[src/design/dbeg_pkg.sv]
// ----------------------------------------------------------------------------
// dbeg_pkg
// Shared types and constants of the beep tone generator: register map,
// configuration record and the tone stage record.
// ----------------------------------------------------------------------------
package dbeg_pkg;

	localparam int CFG_IDX_W  = 3;
	localparam int CFG_DATA_W = 32;
	localparam int PHASE_W    = 32;
	localparam int AMP_W      = 20;
	localparam int TICK_W     = 16;
	localparam int STEP_W     = 16;
	localparam int DAC_W      = 16;
	localparam int ROM_W      = 27;

	localparam logic [DAC_W-1:0] DAC_CTRL = 16'b1011000000000000;
	localparam logic [DAC_W-1:0] MID_CODE = 16'd2048;

	localparam logic [PHASE_W-1:0] RST_PHASE_INC    = 32'd42949672;
	localparam logic [STEP_W-1:0]  RST_ATTACK_STEP  = 16'd163;
	localparam logic [STEP_W-1:0]  RST_DECAY_STEP   = 16'd163;
	localparam logic [TICK_W-1:0]  RST_ATTACK_TICKS = 16'd200;
	localparam logic [TICK_W-1:0]  RST_DECAY_TICKS  = 16'd200;
	localparam logic [TICK_W-1:0]  RST_BEEP_TICKS   = 16'd10400;

	typedef enum logic [CFG_IDX_W-1:0] {
		REG_PHASE_INC    = 3'd0,
		REG_ATTACK_STEP  = 3'd1,
		REG_DECAY_STEP   = 3'd2,
		REG_ATTACK_TICKS = 3'd3,
		REG_DECAY_TICKS  = 3'd4,
		REG_BEEP_TICKS   = 3'd5
	} reg_idx_t;

	typedef struct packed {
		logic [PHASE_W-1:0] phase_inc;
		logic [STEP_W-1:0]  attack_step;
		logic [STEP_W-1:0]  decay_step;
		logic [TICK_W-1:0]  attack_ticks;
		logic [TICK_W-1:0]  decay_ticks;
		logic [TICK_W-1:0]  beep_ticks;
	} cfg_t;

	// one tone tick on its way to the sine lookup
	typedef struct packed {
		logic [PHASE_W-1:0] phase;
		logic [AMP_W-1:0]   amp;
	} tone_t;

endpackage

[src/design/dbeg_if.sv]
// ----------------------------------------------------------------------------
// dbeg_if
// Channel interfaces: sample tick input, dac word output, register writes.
// ----------------------------------------------------------------------------
interface dbeg_tick_if;
	logic valid;
	logic ready;
	logic start_beep;

	modport source (output valid, output start_beep, input ready);
	modport sink (input valid, input start_beep, output ready);
endinterface


[src/design/dbeg_env.sv]
// ----------------------------------------------------------------------------
// dbeg_env
// Beep sequencing and envelope: pending flag, tick count, phase accumulator
// and amplitude ramp. A tone tick leaves through the first stage register.
// ----------------------------------------------------------------------------
module dbeg_env (
	input  logic                clk,
	input  logic                arst_n,
	dbeg_tick_if.sink           tick,
	input  dbeg_pkg::cfg_t      regs,
	input  logic                adv_s1,
	output dbeg_pkg::tone_t     data_s1,
	output logic                valid_s1
);

	logic                          pending_q;
	logic                          done_q;
	logic [dbeg_pkg::TICK_W-1:0]   count_q;
	logic [dbeg_pkg::PHASE_W-1:0]  phase_q;
	logic [dbeg_pkg::AMP_W-1:0]    amp_q;

	logic                          take;
	logic                          pending;
	logic                          tone;
	logic [dbeg_pkg::PHASE_W-1:0]  phase_next;
	logic [dbeg_pkg::AMP_W-1:0]    amp_next;
	logic [dbeg_pkg::TICK_W-1:0]   count_inc;
	logic [dbeg_pkg::TICK_W:0]     decay_sum;
	logic                          in_attack;
	logic                          in_decay;

	assign tick.ready = !valid_s1 || adv_s1;
	assign take       = tick.valid && tick.ready;
	assign pending    = pending_q || tick.start_beep;
	assign tone       = pending && !done_q;

	assign phase_next = phase_q + regs.phase_inc;
	assign count_inc  = count_q + 1'b1;
	assign decay_sum  = {1'b0, count_q} + {1'b0, regs.decay_ticks};
	assign in_attack  = count_q < regs.attack_ticks;
	assign in_decay   = decay_sum > {1'b0, regs.beep_ticks};

	always_comb begin
		amp_next = amp_q;
		if (in_attack) begin
			amp_next = amp_q + dbeg_pkg::AMP_W'(regs.attack_step);
		end else if (in_decay) begin
			amp_next = amp_q - dbeg_pkg::AMP_W'(regs.decay_step);
		end
	end

	always_ff @(posedge clk or negedge arst_n) begin
		if (!arst_n) begin
			pending_q <= 1'b0;
			done_q    <= 1'b0;
			count_q   <= '0;
			phase_q   <= '0;
			amp_q     <= '0;
			valid_s1  <= 1'b0;
		end else begin
			if (tick.ready) begin
				valid_s1 <= take && tone;
			end
			if (take && pending) begin
				if (done_q) begin
					// idle tick after the tone: clear and emit nothing
					pending_q <= 1'b0;
					done_q    <= 1'b0;
					count_q   <= '0;
					amp_q     <= '0;
				end else begin
					pending_q <= 1'b1;
					phase_q   <= phase_next;
					amp_q     <= amp_next;
					if (count_inc == regs.beep_ticks) begin
						done_q  <= 1'b1;
						count_q <= '0;
					end else begin
						count_q <= count_inc;
					end
				end
			end
		end
	end

	// sample uses the amplitude from before this tick's ramp step
	always_ff @(posedge clk) begin
		if (take && tone) begin
			data_s1.phase <= phase_next;
			data_s1.amp   <= amp_q;
		end
	end

endmodule

[src/flat_wrapper.sv]
// flat-port wrapper written by rule: the top's interface ports become plain ports
module dbeg_env_flat 
  (clk, arst_n, regs, adv_s1, data_s1, valid_s1, tick_valid, tick_start_beep, tick_ready);
  dbeg_tick_if tick_i ();
  input  logic clk;
  input  logic arst_n;
  input  dbeg_pkg::cfg_t regs;
  input  logic adv_s1;
  output dbeg_pkg::tone_t data_s1;
  output logic valid_s1;
  input wire logic [$bits(tick_i.valid)-1:0] tick_valid;
  input wire logic [$bits(tick_i.start_beep)-1:0] tick_start_beep;
  output wire logic [$bits(tick_i.ready)-1:0] tick_ready;
  assign tick_i.valid = tick_valid;
  assign tick_i.start_beep = tick_start_beep;
  assign tick_ready = tick_i.ready;
  dbeg_env u_core (.clk(clk), .arst_n(arst_n), .tick(tick_i), .regs(regs), .adv_s1(adv_s1), .data_s1(data_s1), .valid_s1(valid_s1));
endmodule
[config.mk]
export PLATFORM = sky130hd
export DESIGN_NAME = dbeg_env_flat
export DESIGN_NICKNAME = d
export VERILOG_FILES = /design/src/design/dbeg_pkg.sv /design/src/design/dbeg_if.sv /design/src/design/dbeg_env.sv /design/src/flat_wrapper.sv
export SDC_FILE = /design/constraint.sdc
export NUM_CORES = 1
export LEC_CHECK = 0
export BUFFER_PORTS_ARGS = -buffer_cell sky130_fd_sc_hd__buf_2
export CAP_MARGIN = 25
export CORE_MARGIN = 2
export CORE_UTILIZATION = 55
export CTS_BUF_LIST = sky130_fd_sc_hd__clkbuf_4 sky130_fd_sc_hd__clkbuf_8 sky130_fd_sc_hd__clkbuf_16
export DETAILED_ROUTE_END_ITERATION = 12
export PLACE_DENSITY = 0.75
export SYNTH_ARGS = -nofsm -noshare
export SYNTH_HDL_FRONTEND = slang
export SYNTH_SLANG_ARGS = --single-unit
[constraint.sdc]
create_clock -name clk -period 6.7 [get_ports clk]
set_clock_uncertainty 0.15 [all_clocks]
set_input_delay 0.335 -clock clk [delete_from_list [all_inputs] [get_ports clk]]
set_output_delay 0.335 -clock clk [all_outputs]
set_load 0.1 [all_outputs]
Yosys cells after proc, flatten, opt, wreduce, memory -nomap -nowiden
Index checks and enable logic that the tools add are counted.
{ "totals": {"ff_bits": 123, "latchBits": 0, "ram_bits": 0, "mem_bits_ro": 0, "input_bits": 117, "out_inout_bits": 54, "elab_cells": 36, "n_memories": 0} }
{ "op_classes": {"n_addsub": 5, "multipliers": 0, "div": 0, "order_cmp": 2, "n_eq_ne": 1, "shift": 0, "muxes": 8, "bitwise": 1, "n_reduce_logical": 11} }
{ "op_table": {"columns": ["operator", "n"], "rows": [
  ["$mux W20", 3],
  ["$add A32 B32 Y32", 1],
  ["$mux W16", 2],
  ["$add A20 B16 Y20", 1],
  ["$sub A20 B16 Y20", 1],
  ["$add A16 B16 Y17", 1],
  ["$gt A17 B16 Y1", 1],
  ["$add A16 B1 Y16 const B", 1],
  ["$eq A16 B16 Y1", 1],
  ["$lt A16 B16 Y1", 1],
  ["$logic_and A1 B1 Y1", 4],
  ["$reduce_and A2 Y1", 2],
  ["$mux W1", 3],
  ["$reduce_bool A3 Y1", 1],
  ["$logic_not A1 Y1", 2],
  ["$logic_or A1 B1 Y1", 2],
  ["$not A1 Y1", 1]
]} }

Logic depth before layout (Yosys ltp)
{ "depth": {"word_depth": 5, "ltp_mapped": 23, "depth_no_buf": 22} }

Worst setup path after synthesis
No wires, ideal clock.
{ "synth_path": {"path_type": "register to register", "start": "reg u_core.valid_s1", "end": "reg, netlist name u_core.data_s1[0]", "setup_ns": 0.436, "arrival_ns": 4.737, "t_required_ns": 6.114, "slack_ns": 1.376, "stages_incl_launch_ff": 10, "path_buffers": 5, "period_less_slack_ns": 5.324, "path_cell_list": "dfrtp_1 > nand2b_1 > o211a_1 > clkbuf_1 > nand2b_1 > clkbuf_1 > inv_1 > clkbuf_1 > buf_1 > buf_1"} }
{ "synth_via": {"elab_chain_len": 4} }
{ "synth_rtl": {"columns": ["element", "line", "source"], "rows": [
  ["from (decl)", "dbeg_env.sv:13", "output logic valid_s1"],
  ["from (signal assigned)", "dbeg_env.sv:62", "valid_s1 <= take && tone;"],
  ["$logic_not A1 Y1", "dbeg_env.sv:32", "assign tick.ready = !valid_s1 || adv_s1;"],
  ["$logic_or A1 B1 Y1", "dbeg_env.sv:32", null],
  ["net tick_ready", "flat_wrapper.sv:13", "output wire logic [$bits(tick_i.ready)-1:0] tick_ready;"],
  ["$logic_and A1 B1 Y1", "dbeg_env.sv:33", "assign take = tick.valid && tick.ready;"],
  ["$logic_and A1 B1 Y1", "dbeg_env.sv:88", "if (take && tone) begin"]
]} }
The timed path passes the listed nets, and every way through them passes these cells.
A chain may end at the register's enable or synchronous reset.

Worst setup path in the final report
{ "layout_path": {"start": "reg u_core.count_q[15] (netlist bit)", "end": "reg u_core.amp_q[18] (netlist bit)"} }
{ "layout_via": {"elab_chain_len": 4, "word_cells_on_any_way": 7, "classes_between": "add/sub (1); order compare (2); mux (2); reduce/logical (2)"} }
{ "layout_rtl": {"columns": ["element", "line", "source"], "rows": [
  ["from (decl)", "dbeg_env.sv:18", "logic [dbeg_pkg::TICK_W-1:0] count_q;"],
  ["from (signal assigned)", "dbeg_env.sv:79", "count_q <= count_inc;"],
  ["$add A16 B16 Y17", "dbeg_env.sv:39", "assign decay_sum = {1'b0, count_q} + {1'b0, regs.decay_ticks};"],
  ["$gt A17 B16 Y1", "dbeg_env.sv:41", "assign in_decay = decay_sum > {1'b0, regs.beep_ticks};"],
  ["$reduce_bool A3 Y1 (no line)", null, null],
  ["$reduce_and A2 Y1 (no line)", null, null],
  ["to (signal assigned)", "dbeg_env.sv:74", "amp_q <= amp_next;"],
  ["to (decl)", "dbeg_env.sv:20", "logic [dbeg_pkg::AMP_W-1:0] amp_q;"]
]} }
Several ways; a longest one is shown, not always the timed one.

==> impl_metrics.json <==
{
  "drtIter0Drc": 563,
  "yosys-top-cells-area": "dfrtp_1 (19%), edfxtp_1 (17%), ha_1 (13%), xnor2_1 (5.8%), nand2_1 (4.6%)",
  "min_period_over_period_pct": 79.6,
  "synth_top_family_by_area": "compound AO/OA/AOI/OAI gates",
  "tightest_slew_ns": 0.778,
  "grt_setup_unrepaired": "false",
  "vias_per_cell": 5.71,
  "ys_seq_elements": 123,
  "finalCriticalPeriod_ns": 5.33,
  "setup_tns_ns": 0,
  "ir_drop_mv": 0.410,
  "met2_usage_pct": 42.1,
  "p_per_area_nw_per_um2": 468,
  "syn-num-nets": 1222,
  "synth_async_sr_flop_share_pct": 57.7,
  "p_leak_nw": 5.17,
  "grt_overflow": 0,
  "antennaDiodeCount": 0,
  "post-route-drc-count": 0,
  "grt_pass1_vias": 7662,
  "first_pass_iters": 5,
  "status": "complete, no violations",
  "die_height_um": 134,
  "worst_path_largest_cell_delay_ns": 0.60,
  "grt_max_degree": 72,
  "ff2ff_path_depth": 17,
  "r2r_slack_ns": 1.37,
  "critPathMaxFanout": 11,
  "root_buffer": "clkbuf_16",
  "cp.arrival_ns": 5.53,
  "hold_slack_ns": 0.0924,
  "hpwl_mm": 16.6,
  "clockBufferDepth": 2,
  "antenna_left": 0,
  "grt_first_pass_wirelength_mm": 36.5,
  "cts_tree": "yes",
  "met1_usage_pct": 34.0,
  "dominantRegCellSynth": "dfrtp_1",
  "synth_top_area_cell": "dfrtp_1",
  "num_vias": 8052,
  "synth.top_cell.area_share_pct": 19.1,
  "crit_path_start_kind": "flop",
  "cts_buffers": 17,
  "synth.distinct_cells": 78,
  "clk_pin_slew_ns": 0.06,
  "hp-class": "input pin to flop",
  "core_area_um2": 16600,
  "cts_resized": 0,
  "synth_mux_area_share_pct": 3.56,
  "max_slew_margin_pct": 48.2,
  "synthTopCellsByCount": "nand2_1 (114), ha_1 (99), dfrtp_1 (71)",
  "portBuffers": 170,
  "maxCapViolCount": 0,
  "finalHoldViolations": 0,
  "clkLatencyLatePin_ns": 0.43,
  "grt.busiest_layer": "met2",
  "gp_congestion": 0.884,
  "num_rows": 47,
  "avgSynthCellArea_um2": 9.29,
  "critical_path_required_ns": 6.89,
  "die-area_um2": 18000,
  "io-pin-count": 171,
  "netlist_instances": 1003,
  "setup_viol": 0,
  "grtUsageTotal_pct": 25.2,
  "htree_levels": 4,
  "area_delta_synth_final_pct": 19.0,
  "synth_xor_area_share_pct": 7.89,
  "postCtsSetupBuffers": 0,
  "cts_sinks": 123,
  "fin_nets": 1397,
  "yosys.cell_count.top_type": "nand2_1",
  "final_max_slew_viol_count": 0,
  "yosys.area_share.simple_pct": 17.5,
  "synth_edf_count": 52,
  "dp.cells": 1376,
  "max_freq_mhz": 188,
  "hold_depth": 3,
  "synth_seq_area_share_pct": 35.8,
  "hold_buffers": 1,
  "cp-end-kind": "flop",
  "fin_cells": 1411,
  "start_util_pct": 56.2,
  "critPathKind": "flop to flop",
  "ys_warn_count": 0,
  "synth_area_um2": 9320,
  "postRouteWirelength_mm": 22.0,
  "synth_fa_ha_area_share_pct": 13.9,
  "synth-compound-area-share_pct": 17.6,
  "path_cells": "ha_1 -> a2111oi_0 -> o221ai_1 -> o21ai_0 -> and2_1 -> mux2_2 -> ha_1 -> fa_1 -> nor2b_1 -> o21ai_0 -> a21oi_1 -> o41ai_1 -> o21ai_0 -> o41ai_1 -> o21ai_0 -> xnor2_1 -> o21ai_0",
  "met3_usage_pct": 3.70,
  "drive_above_1_share_pct": 21.1,
  "slowest_stage": "and2_1",
  "antenna_found_initial": 0,
  "die_w_um": 134,
  "cp_common_cell": "o21ai_0",
  "wire_per_inst_um": 15.6
}
## power by group
group / internal [W] / total (W) / switching, W
combinational: 0.000944 / 0.00283 / 0.00189
clock: 0.000669 / 0.00100 / 0.000336
sequential: 0.00116 / 0.00135 / 0.000194
total: 0.00277 / 0.00519 / 0.00242
## per-stage QoR
stage	util, %	setup WS (ns)	total power, W	area (um^2)
3_3_place_gp	62.7	1.31	0.00412	10400
5_1_grt	66.9	0.765	0.00555	11100
2_1_floorplan	-	1.38	0.00366	9320
3_5_place_dp	62.8	1.53	0.00417	10400
4_1_cts	66.7	1.39	0.00519	11100
6_report	66.9	1.37	0.00519	11100
## cell usage in the layout, fill, tap and decap left out, types with 8 or more instances in the layout
cell type  count
a31oi_1       14
mux2_2        17
nand4_1       12
nand3_1       22
mux2i_1       14
nand2b_1      13
inv_1         61
a21oi_1       58
o31ai_1       13
clkbuf_16     17
nor2b_1       12
ha_1          99
or3_1          8
buf_2        169
a211oi_1      10
o21a_1        12
nand2_1      114
nor3_1        27
dfrtp_1       71
edfxtp_1      52
nor2_1        58
and3_1        11
a21o_1        18
xor2_1        22
xnor2_1       62
o21ai_0       63
## final timing paths
check                                    from            endpoint
setup / recovery           u_core.count_q[15]    u_core.amp_q[18]
hold / removal                         adv_s1     u_core.valid_s1
setup reg to reg           u_core.count_q[15]    u_core.amp_q[18]
hold reg to reg            u_core.phase_q[23]  u_core.phase_q[23]
max in group asynchronous              arst_n   u_core.count_q[8]
min in group asynchronous              arst_n   u_core.count_q[3]
## per-layer routing
layer | part of all wire (%) | up-vias
li1 | - | 4022
met1 | 46 | 3773
met2 | 47 | 227
met3 | 5.1 | 30
met5 | 0 | -
met4 | 1.6 | 0
## critical path, delay by kind of cell, from the launching register on
kind	cells	cell delay (ns)
AO/OA/AOI/OAI	10	2.83
XOR/XNOR	1	0.15
adder cells (fa/ha/maj)	3	0.72
flip-flops	1	0.46
multiplexers	1	0.28
AND/OR/NAND/NOR	2	0.66
## final cells by class
| cell class | instances | area, um^2 |
|---|---|---|
| multi-input combinational | 794 | 5650 |
| tap | 220 | 275 |
| fill | 1373 | 5490 |
| sequential | 123 | 3340 |
| timing repair buffer | 179 | 951 |
| clock inverter | 13 | 195 |
| inverter | 63 | 238 |
| clock buffer | 19 | 447 |
## sequential cells by signal (all words and copies together) (netlist names)
signal / count
u_core.phase_q: 32
u_core.data_s1: 52
u_core.done_q: 1
u_core.valid_s1: 1
u_core.pending_q: 1
u_core.amp_q: 20
u_core.count_q: 16
## logic make-up (layout without fill, tap and decap cells)
family,after synthesis,in the layout
and+or+nand+nor,326,326
AOI/OAI and AO/OA,251,251
adders and majority gates,102,102
muxes,31,31
buffers and inverters,86,274
DFF,123,123
xor gates and xnor gates,84,84
Power figures use the tool's default switching activity.
