`src/design/dbeg_pkg.sv`:
```
// ----------------------------------------------------------------------------
// dbeg_pkg
// Shared types and constants of the beep tone generator: register map,
// configuration record and the tone stage record.
// ----------------------------------------------------------------------------
package dbeg_pkg;

	localparam int CFG_IDX_W  = 3;
	localparam int CFG_DATA_W = 32;
	localparam int PHASE_W    = 32;
	localparam int AMP_W      = 20;
	localparam int TICK_W     = 16;
	localparam int STEP_W     = 16;
	localparam int DAC_W      = 16;
	localparam int ROM_W      = 27;

	localparam logic [DAC_W-1:0] DAC_CTRL = 16'b1011000000000000;
	localparam logic [DAC_W-1:0] MID_CODE = 16'd2048;

	localparam logic [PHASE_W-1:0] RST_PHASE_INC    = 32'd42949672;
	localparam logic [STEP_W-1:0]  RST_ATTACK_STEP  = 16'd163;
	localparam logic [STEP_W-1:0]  RST_DECAY_STEP   = 16'd163;
	localparam logic [TICK_W-1:0]  RST_ATTACK_TICKS = 16'd200;
	localparam logic [TICK_W-1:0]  RST_DECAY_TICKS  = 16'd200;
	localparam logic [TICK_W-1:0]  RST_BEEP_TICKS   = 16'd10400;

	typedef enum logic [CFG_IDX_W-1:0] {
		REG_PHASE_INC    = 3'd0,
		REG_ATTACK_STEP  = 3'd1,
		REG_DECAY_STEP   = 3'd2,
		REG_ATTACK_TICKS = 3'd3,
		REG_DECAY_TICKS  = 3'd4,
		REG_BEEP_TICKS   = 3'd5
	} reg_idx_t;

	typedef struct packed {
		logic [PHASE_W-1:0] phase_inc;
		logic [STEP_W-1:0]  attack_step;
		logic [STEP_W-1:0]  decay_step;
		logic [TICK_W-1:0]  attack_ticks;
		logic [TICK_W-1:0]  decay_ticks;
		logic [TICK_W-1:0]  beep_ticks;
	} cfg_t;

	// one tone tick on its way to the sine lookup
	typedef struct packed {
		logic [PHASE_W-1:0] phase;
		logic [AMP_W-1:0]   amp;
	} tone_t;

endpackage

```
`src/design/dbeg_if.sv`:
```


interface dbeg_cfg_if;
	logic                             valid;
	logic                             ready;
	logic [dbeg_pkg::CFG_IDX_W-1:0]   index;
	logic [dbeg_pkg::CFG_DATA_W-1:0]  data;

	modport source (output valid, output index, output data, input ready);
	modport sink (input valid, input index, input data, output ready);
endinterface

```
`src/design/dbeg_cfg.sv`:
```
// ----------------------------------------------------------------------------
// dbeg_cfg
// Configuration register file, written through the register write channel.
// ----------------------------------------------------------------------------
module dbeg_cfg (
	input  logic               clk,
	input  logic               arst_n,
	dbeg_cfg_if.sink           cfg,
	output dbeg_pkg::cfg_t     regs
);

	dbeg_pkg::cfg_t regs_q;

	assign cfg.ready = 1'b1;
	assign regs = regs_q;

	always_ff @(posedge clk or negedge arst_n) begin
		if (!arst_n) begin
			regs_q.phase_inc    <= dbeg_pkg::RST_PHASE_INC;
			regs_q.attack_step  <= dbeg_pkg::RST_ATTACK_STEP;
			regs_q.decay_step   <= dbeg_pkg::RST_DECAY_STEP;
			regs_q.attack_ticks <= dbeg_pkg::RST_ATTACK_TICKS;
			regs_q.decay_ticks  <= dbeg_pkg::RST_DECAY_TICKS;
			regs_q.beep_ticks   <= dbeg_pkg::RST_BEEP_TICKS;
		end else if (cfg.valid && cfg.ready) begin
			case (dbeg_pkg::reg_idx_t'(cfg.index))
				dbeg_pkg::REG_PHASE_INC: begin
					regs_q.phase_inc <= cfg.data[dbeg_pkg::PHASE_W-1:0];
				end
				dbeg_pkg::REG_ATTACK_STEP: begin
					regs_q.attack_step <= cfg.data[dbeg_pkg::STEP_W-1:0];
				end
				dbeg_pkg::REG_DECAY_STEP: begin
					regs_q.decay_step <= cfg.data[dbeg_pkg::STEP_W-1:0];
				end
				dbeg_pkg::REG_ATTACK_TICKS: begin
					regs_q.attack_ticks <= cfg.data[dbeg_pkg::TICK_W-1:0];
				end
				dbeg_pkg::REG_DECAY_TICKS: begin
					regs_q.decay_ticks <= cfg.data[dbeg_pkg::TICK_W-1:0];
				end
				dbeg_pkg::REG_BEEP_TICKS: begin
					regs_q.beep_ticks <= cfg.data[dbeg_pkg::TICK_W-1:0];
				end
				default: begin
				end
			endcase
		end
	end

endmodule

```
`src/flat_wrapper.sv`:
```
// flat-port wrapper written by rule: the top's interface ports become plain ports
module dbeg_cfg_flat 
  (clk, arst_n, regs, cfg_valid, cfg_index, cfg_data, cfg_ready);
  dbeg_cfg_if cfg_i ();
  input  logic clk;
  input  logic arst_n;
  output dbeg_pkg::cfg_t regs;
  input wire logic [$bits(cfg_i.valid)-1:0] cfg_valid;
  input wire logic [$bits(cfg_i.index)-1:0] cfg_index;
  input wire logic [$bits(cfg_i.data)-1:0] cfg_data;
  output wire logic [$bits(cfg_i.ready)-1:0] cfg_ready;
  assign cfg_i.valid = cfg_valid;
  assign cfg_i.index = cfg_index;
  assign cfg_i.data = cfg_data;
  assign cfg_ready = cfg_i.ready;
  dbeg_cfg u_core (.clk(clk), .arst_n(arst_n), .cfg(cfg_i), .regs(regs));
endmodule
```
`config.mk`:
```
export PLATFORM = sky130hd
export DESIGN_NAME = dbeg_cfg_flat
export DESIGN_NICKNAME = d
export VERILOG_FILES = /design/src/design/dbeg_pkg.sv /design/src/design/dbeg_if.sv /design/src/design/dbeg_cfg.sv /design/src/flat_wrapper.sv
export SDC_FILE = /design/constraint.sdc
export NUM_CORES = 1
export LEC_CHECK = 0
export BUFFER_PORTS_ARGS = -buffer_cell sky130_fd_sc_hd__buf_2
export CORE_MARGIN = 3
export CORE_UTILIZATION = 45
export CTS_CLUSTER_SIZE = 10
export DETAILED_ROUTE_END_ITERATION = 6
export PLACE_DENSITY = 0.82
export SLEW_MARGIN = 20
export SYNTH_ARGS = -nofsm -noshare
export SYNTH_HDL_FRONTEND = slang
export SYNTH_SLANG_ARGS = --single-unit
```
`constraint.sdc`:
```
create_clock -name clk -period 0.85 [get_ports clk]
set_clock_uncertainty 0.2 [all_clocks]
set_input_delay 0.2125 -clock clk [delete_from_list [all_inputs] [get_ports clk]]
set_output_delay 0.2125 -clock clk [all_outputs]
set_load 0.01 [all_outputs]
```
* Yosys cells after proc, flatten, opt, wreduce, memory -nomap -nowiden
Index checks and enable logic that the tools add are counted.
** Storage, ports and cells
- Bits in registers :: 112
- Word-level logic and storage cells :: 18
- Output and inout port bits :: 113
** Operators by class
- Reduce and logical (&&, ||, !) cells :: 7
- Equal/unequal tests :: 5
** Operators by type and width (count)
- $reduce_and A2 Y1 :: 6
- $eq A3 B2 Y1 const B :: 2
- $eq A3 B3 Y1 const B :: 2
- $eq A3 B1 Y1 const B :: 1
- $logic_not A3 Y1 :: 1

* Longest topological paths before layout
Gate-level depths: netlist (run 1).
- Word-level depth :: 2
- Gate-level depth with buffers :: 5

* Least setup slack after synthesis (run 1)
Ideal clock, no wire load.
- Path kind :: input port to flip-flop
- From :: input cfg_index[0]
- To :: register u_core.regs_q (netlist bit u_core.regs[101])
- Cell stages on the path :: 4
- Slack :: -0.733 ns
- Data required time :: 0.525 ns
- Path buffers :: 2
- Arrival :: 1.257 ns
- Library setup time :: 0.125 ns
- Path through :: buf_6 nor4b_4 buf_6 mux2_4
** Between the ends
- Cells in the longest elaborated chain, start to end :: 2
** Ends and longest elaborated chain
- from (decl) :: line flat_wrapper.sv:9 : input wire logic [$bits(cfg_i.index)-1:0] cfg_index;
- $logic_not A3 Y1 :: line dbeg_cfg.sv:26 : case (dbeg_pkg::reg_idx_t'(cfg.index))
- $reduce_and A2 Y1 (no line)
- to (decl) :: line dbeg_cfg.sv:12 : dbeg_pkg::cfg_t regs_q;
No other way between the ends.
A chain may end at the register's enable or synchronous reset.

* Final worst setup path (run 1)
- From :: register u_core.regs_q (netlist bit u_core.regs[55])
- To :: output regs[55] (netlist name)
** RTL lines
- to (decl) :: line flat_wrapper.sv:7 : output dbeg_pkg::cfg_t regs;
No word-level cell between the ends.

==> results of run 1 <==
kinds of logic after synthesis:
group,count (synthesis),share of synthesized area (%)
buffers and inverters,13,2.93
flip-flops,112,64.0
other,1,0.0845
AND/OR/NAND/NOR,6,2.06
multiplexers,112,30.9
cell usage after synthesis:
cell type  instances  area [µm²]
and4bb_1           1        12.5
and4bb_2           2        25.0
buf_2              2        10.0
buf_4              1        7.51
buf_6             10         113
conb_1             1        3.75
dfrtp_1           82        2050
dfstp_2           30         788
mux2_2            82         923
mux2_4            30         450
nand4b_2           2        30.0
nor4b_4            1        23.8
path summary, 6_finish.rpt:
| check | from | end | slack, ns | depth (start not counted) |
|---|---|---|---|---|
| setup / recovery | u_core.regs[55] | regs[55] | -0.61 | 1 |
| hold / removal | cfg_data[29] | u_core.regs[109] | -0.13 | 2 |
| setup reg to reg | u_core.regs[77] | u_core.regs[77] | -0.38 | 3 |
| hold reg to reg | u_core.regs[2] | u_core.regs[2] | 0.32 | 1 |
| max in group asynchronous | arst_n | u_core.regs[64] | -0.33 | 3 |
| min in group asynchronous | arst_n | u_core.regs[29] | 0.12 | 2 |
power by group:
group / internal (mW) / switching (mW)
sequential: 6.74 / 0.882
combinational: 4.28 / 2.20
clock: 1.40 / 1.83
total: 12.4 / 4.91
layout make-up:
class,count,area [µm²]
Tap cell,129,161
Fill cell,512,2060
Sequential cell,112,2840
Multi-Input combinational cell,119,1760
Timing Repair Buffer,264,2400
Clock inverter,5,66.3
Clock buffer,11,131
metal layers:
metal  track usage (%)  part of all wire [%]
met1              30.3                    43
met2              38.0                    51
met3              5.70                   4.4
met4              7.50                   1.7
met5                 0                     0
per-stage QoR:
step	setup TNS [ns]	util, %	std cells	total power, mW
floorplan	-62.54	-	244	9.50
global placement	-85.64	59.5	532	11.2
detailed placement	-88.26	59.5	532	11.4
CTS	-115.89	73.1	607	16.1
global route	-130.03	78.1	640	18.1
finish	-120.16	78.1	640	17.3
what timing repair did:
item / CTS / global route
buffers inserted: 52 / 48
gates cloned: 6 / 2
hold buffers: 1 / 1
endpoints found under the setup margin: 224 / 336
hold endpoints to repair: 224 / 214
pin swaps: 3 / 3
resized for setup: 114 / 65
==> flow_summary.toml, run 1 <==
[die]
num_rows = 35
boundaryPins = 151
die_w_um = 105
die_h_um = 105
start_util_pct = 47.1
dieArea_um2 = 11100
core_area_um2 = 9420

[cells_and_area]
final_common_cell = "mux2_4"
final_nets = 544
layout_common_cells = "99 x mux2_4, 92 x buf_6, 89 x buf_2"
largest_reg_flops = 112
diodes = 0
drive_above_1_share_pct = 83.2
area_growth_pct = 65.7
design_area_um2 = 7360

[min_path]
hold_class = "primary input to register"

[synthesis]
syn_inst = 244
yosysSeqAreaShare_pct = 64.0
yosysWarnings = 0
synth_nets = 282
synth_cell_types = 12
synth.avg_cell_area_um2 = 18.2
ys_ff_latch = 112
syn_area_um2 = 4440

[setup_path]
path_delay_family = "flip-flops"
cp-end-kind = "output port"
required_ns = 0.44
cp.arrival_ns = 1.05
max_stage_delay_ns = 0.57
start_kind = "register"
path_buf_inv = 1
cp_max_fo = 2
cp_cell_sequence = "buf_6"
slowest_stage = "dfstp_2"
crit_type = "register to output port"

[status]
run_status = "finished, violations left"
violations = "hold timing, setup timing"

[detailed_routing]
routed_wl_um = 13700
num_vias = 3161
drtIter0Drc = 120
viasPerCell = 4.94
ant_nets = 0
avgRoutedWirePerCell_um = 21.4
drtPass1Iterations = 4
drc_errors = 0

[clock_tree]
cts_tree = "yes"
cts_max_level = 3
cts_buffer_depth = 2
cts_root_buf = "clkbuf_8"
path_clk_slew_ns = 0.11
cts.sinks = 112
numCtsBuffers = 9
clk_latency_ns = 0.35

[placement]
post-place-ws_ns = -0.831
place_congestion = 0.758
port_buffers = 149
place_area_um2 = 5600
dp_hpwl_um = 7150

[global_routing]
grt-ovfl-total = 0
grt.total_usage_pct = 23.2
grt_max_degree = 42
antenna_found_initial = 0
grt_pass1_vias = 3378
grt_pass1_wl_um = 19800

[timing]
setup_slack_ns = -0.609
min_period_ns = 1.46
whs_ns = -0.131
worstMarginPinSlew_ns = 0.496
final-hold-violation-count = 93
slew_violations = 0
finalSetupViolations = 334
rsz0062_at_grt = "yes"
fin_crit_sh_pct = 172
fmax_mhz = 685
slew_headroom_pct = 66.8

[flow_run]
cap_violations = 0

[pwr]
p_per_area_nw_per_um2 = 2360
peakVddDrop_mv = 1.27
p_leak_nw = 3.66
Note: power is estimated with default switching activity, not from simulation.
==> inputs of run 2 (changes only) <==
==> constraint.sdc (replaced) <==
create_clock -name clk -period 1.2 [get_ports clk]
set_clock_uncertainty 0.2 [all_clocks]
set_input_delay 0.3 -clock clk [delete_from_list [all_inputs] [get_ports clk]]
set_output_delay 0.3 -clock clk [all_outputs]
set_load 0.01 [all_outputs]
==> run 2 against run 1 <==
Net effect:
- the flow finishes with violations (setup timing)
- die area stayed put
- sequential power fell by 30%
- first-iteration DRC count stayed put
- flip-flop and latch count unchanged
- combinational power decreased by 31%
- clock power decreased by 28%
- sequential share of layout area up 0.59 points
- highest routed layer unchanged
==> flow_summary.toml, run 2 (same netlist as run 1, synthesis figures left out) <==
[detailed_routing]
num_vias = 3206
drc_errors = 0
drtPass1Iterations = 4
drtIter0Drc = 120
routed_wl_um = 13300
avgRoutedWirePerCell_um = 20.4
ant_nets = 0
viasPerCell = 4.89

[setup_path]
start_kind = "register"
path_delay_family = "flip-flops"
cp_cell_sequence = "buf_6"
crit_type = "register to output port"
cp.arrival_ns = 1.05
slowest_stage = "dfstp_2"
required_ns = 0.70
cp-end-kind = "output port"
path_buf_inv = 1
max_stage_delay_ns = 0.57
cp_max_fo = 2

[cells_and_area]
area_growth_pct = 63.2
diodes = 0
final_common_cell = "buf_2"
fillers = 542
drive_above_1_share_pct = 80.6
largest_reg_flops = 112
stdcell_count = 655
final_nets = 559
layout_common_cells = "95 x buf_2, 86 x buf_4, 82 x mux2_4, 82 x dfrtp_1, 60 x buf_6"

[global_routing]
grt.total_usage_pct = 23.2
grt_pass1_wl_um = 19800
grt_max_degree = 73
antenna_found_initial = 0
grt-ovfl-total = 0
grt_pass1_vias = 3401

[die]
dieArea_um2 = 11100
boundaryPins = 151
die_w_um = 105
core_area_um2 = 9420
start_util_pct = 47.1
die_h_um = 105
num_rows = 35

[timing]
min_period_ns = 1.55
fmax_mhz = 646
fin_crit_sh_pct = 129
whs_ns = 0.0396
setup_slack_ns = -0.348
slew_violations = 0
finalSetupViolations = 195
rsz0062_at_grt = "yes"
final-hold-violation-count = 0

[clock_tree]
cts_max_level = 3
numCtsBuffers = 9
cts_root_buf = "clkbuf_8"
cts_buffer_depth = 2
cts.sinks = 112
cts_tree = "yes"
path_clk_slew_ns = 0.11
clk_latency_ns = 0.37

[status]
violations = "setup timing"
run_status = "finished, violations left"

[min_path]
hold_class = "primary input to register"

[flow_run]
cap_violations = 0

[placement]
dp_hpwl_um = 7160
place_congestion = 0.735
dp.cells = 525
port_buffers = 149

[pwr]
p_leak_nw = 3.57
p_total_mw = 12.1
peakVddDrop_mv = 0.945
p_per_area_nw_per_um2 = 1670
-- run 2: cell types whose count changed in the layout (fill, tap and decap cells not counted), moves of 2 or more --
cell           previous run  this run
buf_6                    92        60
buf_4                    58        86
mux2_2                   13        30
mux2_4                   99        82
dlygate4sd3_1             1        17
buf_2                    89        95
buf_12                   16        11
buf_8                     5         8
clkbuf_16                 2         0
-- run 2: where the power goes --
| group | total, mW | internal (mW) | switching (mW) |
|---|---|---|---|
| Sequential | 5.35 | 4.77 | 0.577 |
| Clock | 2.31 | 0.993 | 1.32 |
| Combinational | 4.44 | 2.88 | 1.56 |
| Total | 12.1 | 8.64 | 3.46 |
-- run 2: metrics by stage --
stage	setup TNS [ns]	util [%]	worst slack [ns]	instance area [µm²]
finish	-31.16	77.0	-0.348	7250
global route	-35.98	77.0	-0.377	7250
CTS	-32.35	74.0	-0.356	6960
detailed placement	-49.02	58.9	-0.582	5550
global placement	-46.02	58.9	-0.525	5550
floorplan	-30.44	-	-0.411	4580
-- run 2: worst register-to-register path, cell delays in order (launching register included) --
cell and delay (ns):
dfrtp_1 0.43, buf_4 0.15, buf_4 0.12, mux2_2 0.26
-- run 2: routing by layer --
metal / GRT usage, % / wire length (µm) / share of wire [%] / up-vias
met2: 40.7 / 7210 / 54 / 97
li1: - / - / - / 1410
met3: 5.02 / 536 / 4.0 / 5
met4: 4.69 / 61 / 0.46 / 0
met1: 29.6 / 5540 / 41 / 1694
met5: 0 / 0 / 0 / -
-- run 2: area by class of cell --
class | count | area, µm² | share of cell area, %
sequential | 112 | 2840 | 39.2
timing repair buffer | 279 | 2360 | 32.6
multi-input combinational | 119 | 1680 | 23.2
tap | 129 | 161 | 2.23
clock buffer | 11 | 131 | 1.81
clock inverter | 5 | 66.3 | 0.915
-- run 2: worst paths after layout --
check                                  from                to  slack (ns)  depth (start not counted)
max                        u_core.regs[103]         regs[103]       -0.35                          1
min                             cfg_data[2]   u_core.regs[66]        0.04                          2
max reg2reg                 u_core.regs[10]   u_core.regs[10]       -0.06                          3
min reg2reg                 u_core.regs[12]   u_core.regs[12]        0.32                          1
max in group asynchronous            arst_n   u_core.regs[19]        0.14                          3
min in group asynchronous            arst_n  u_core.regs[100]        0.25                          3
-- run 2: timing repair --
| item | 4_1_cts | 5_1_grt |
|---|---|---|
| endpoints found under the hold margin | 109 | 0 |
| gates resized for setup | 93 | 29 |
| hold buffers | 17 | 0 |
| setup buffers | 56 | 46 |
| gates cloned | 7 | 0 |
| endpoints found under the setup margin | 194 | 199 |
| pin swaps | 3 | 2 |
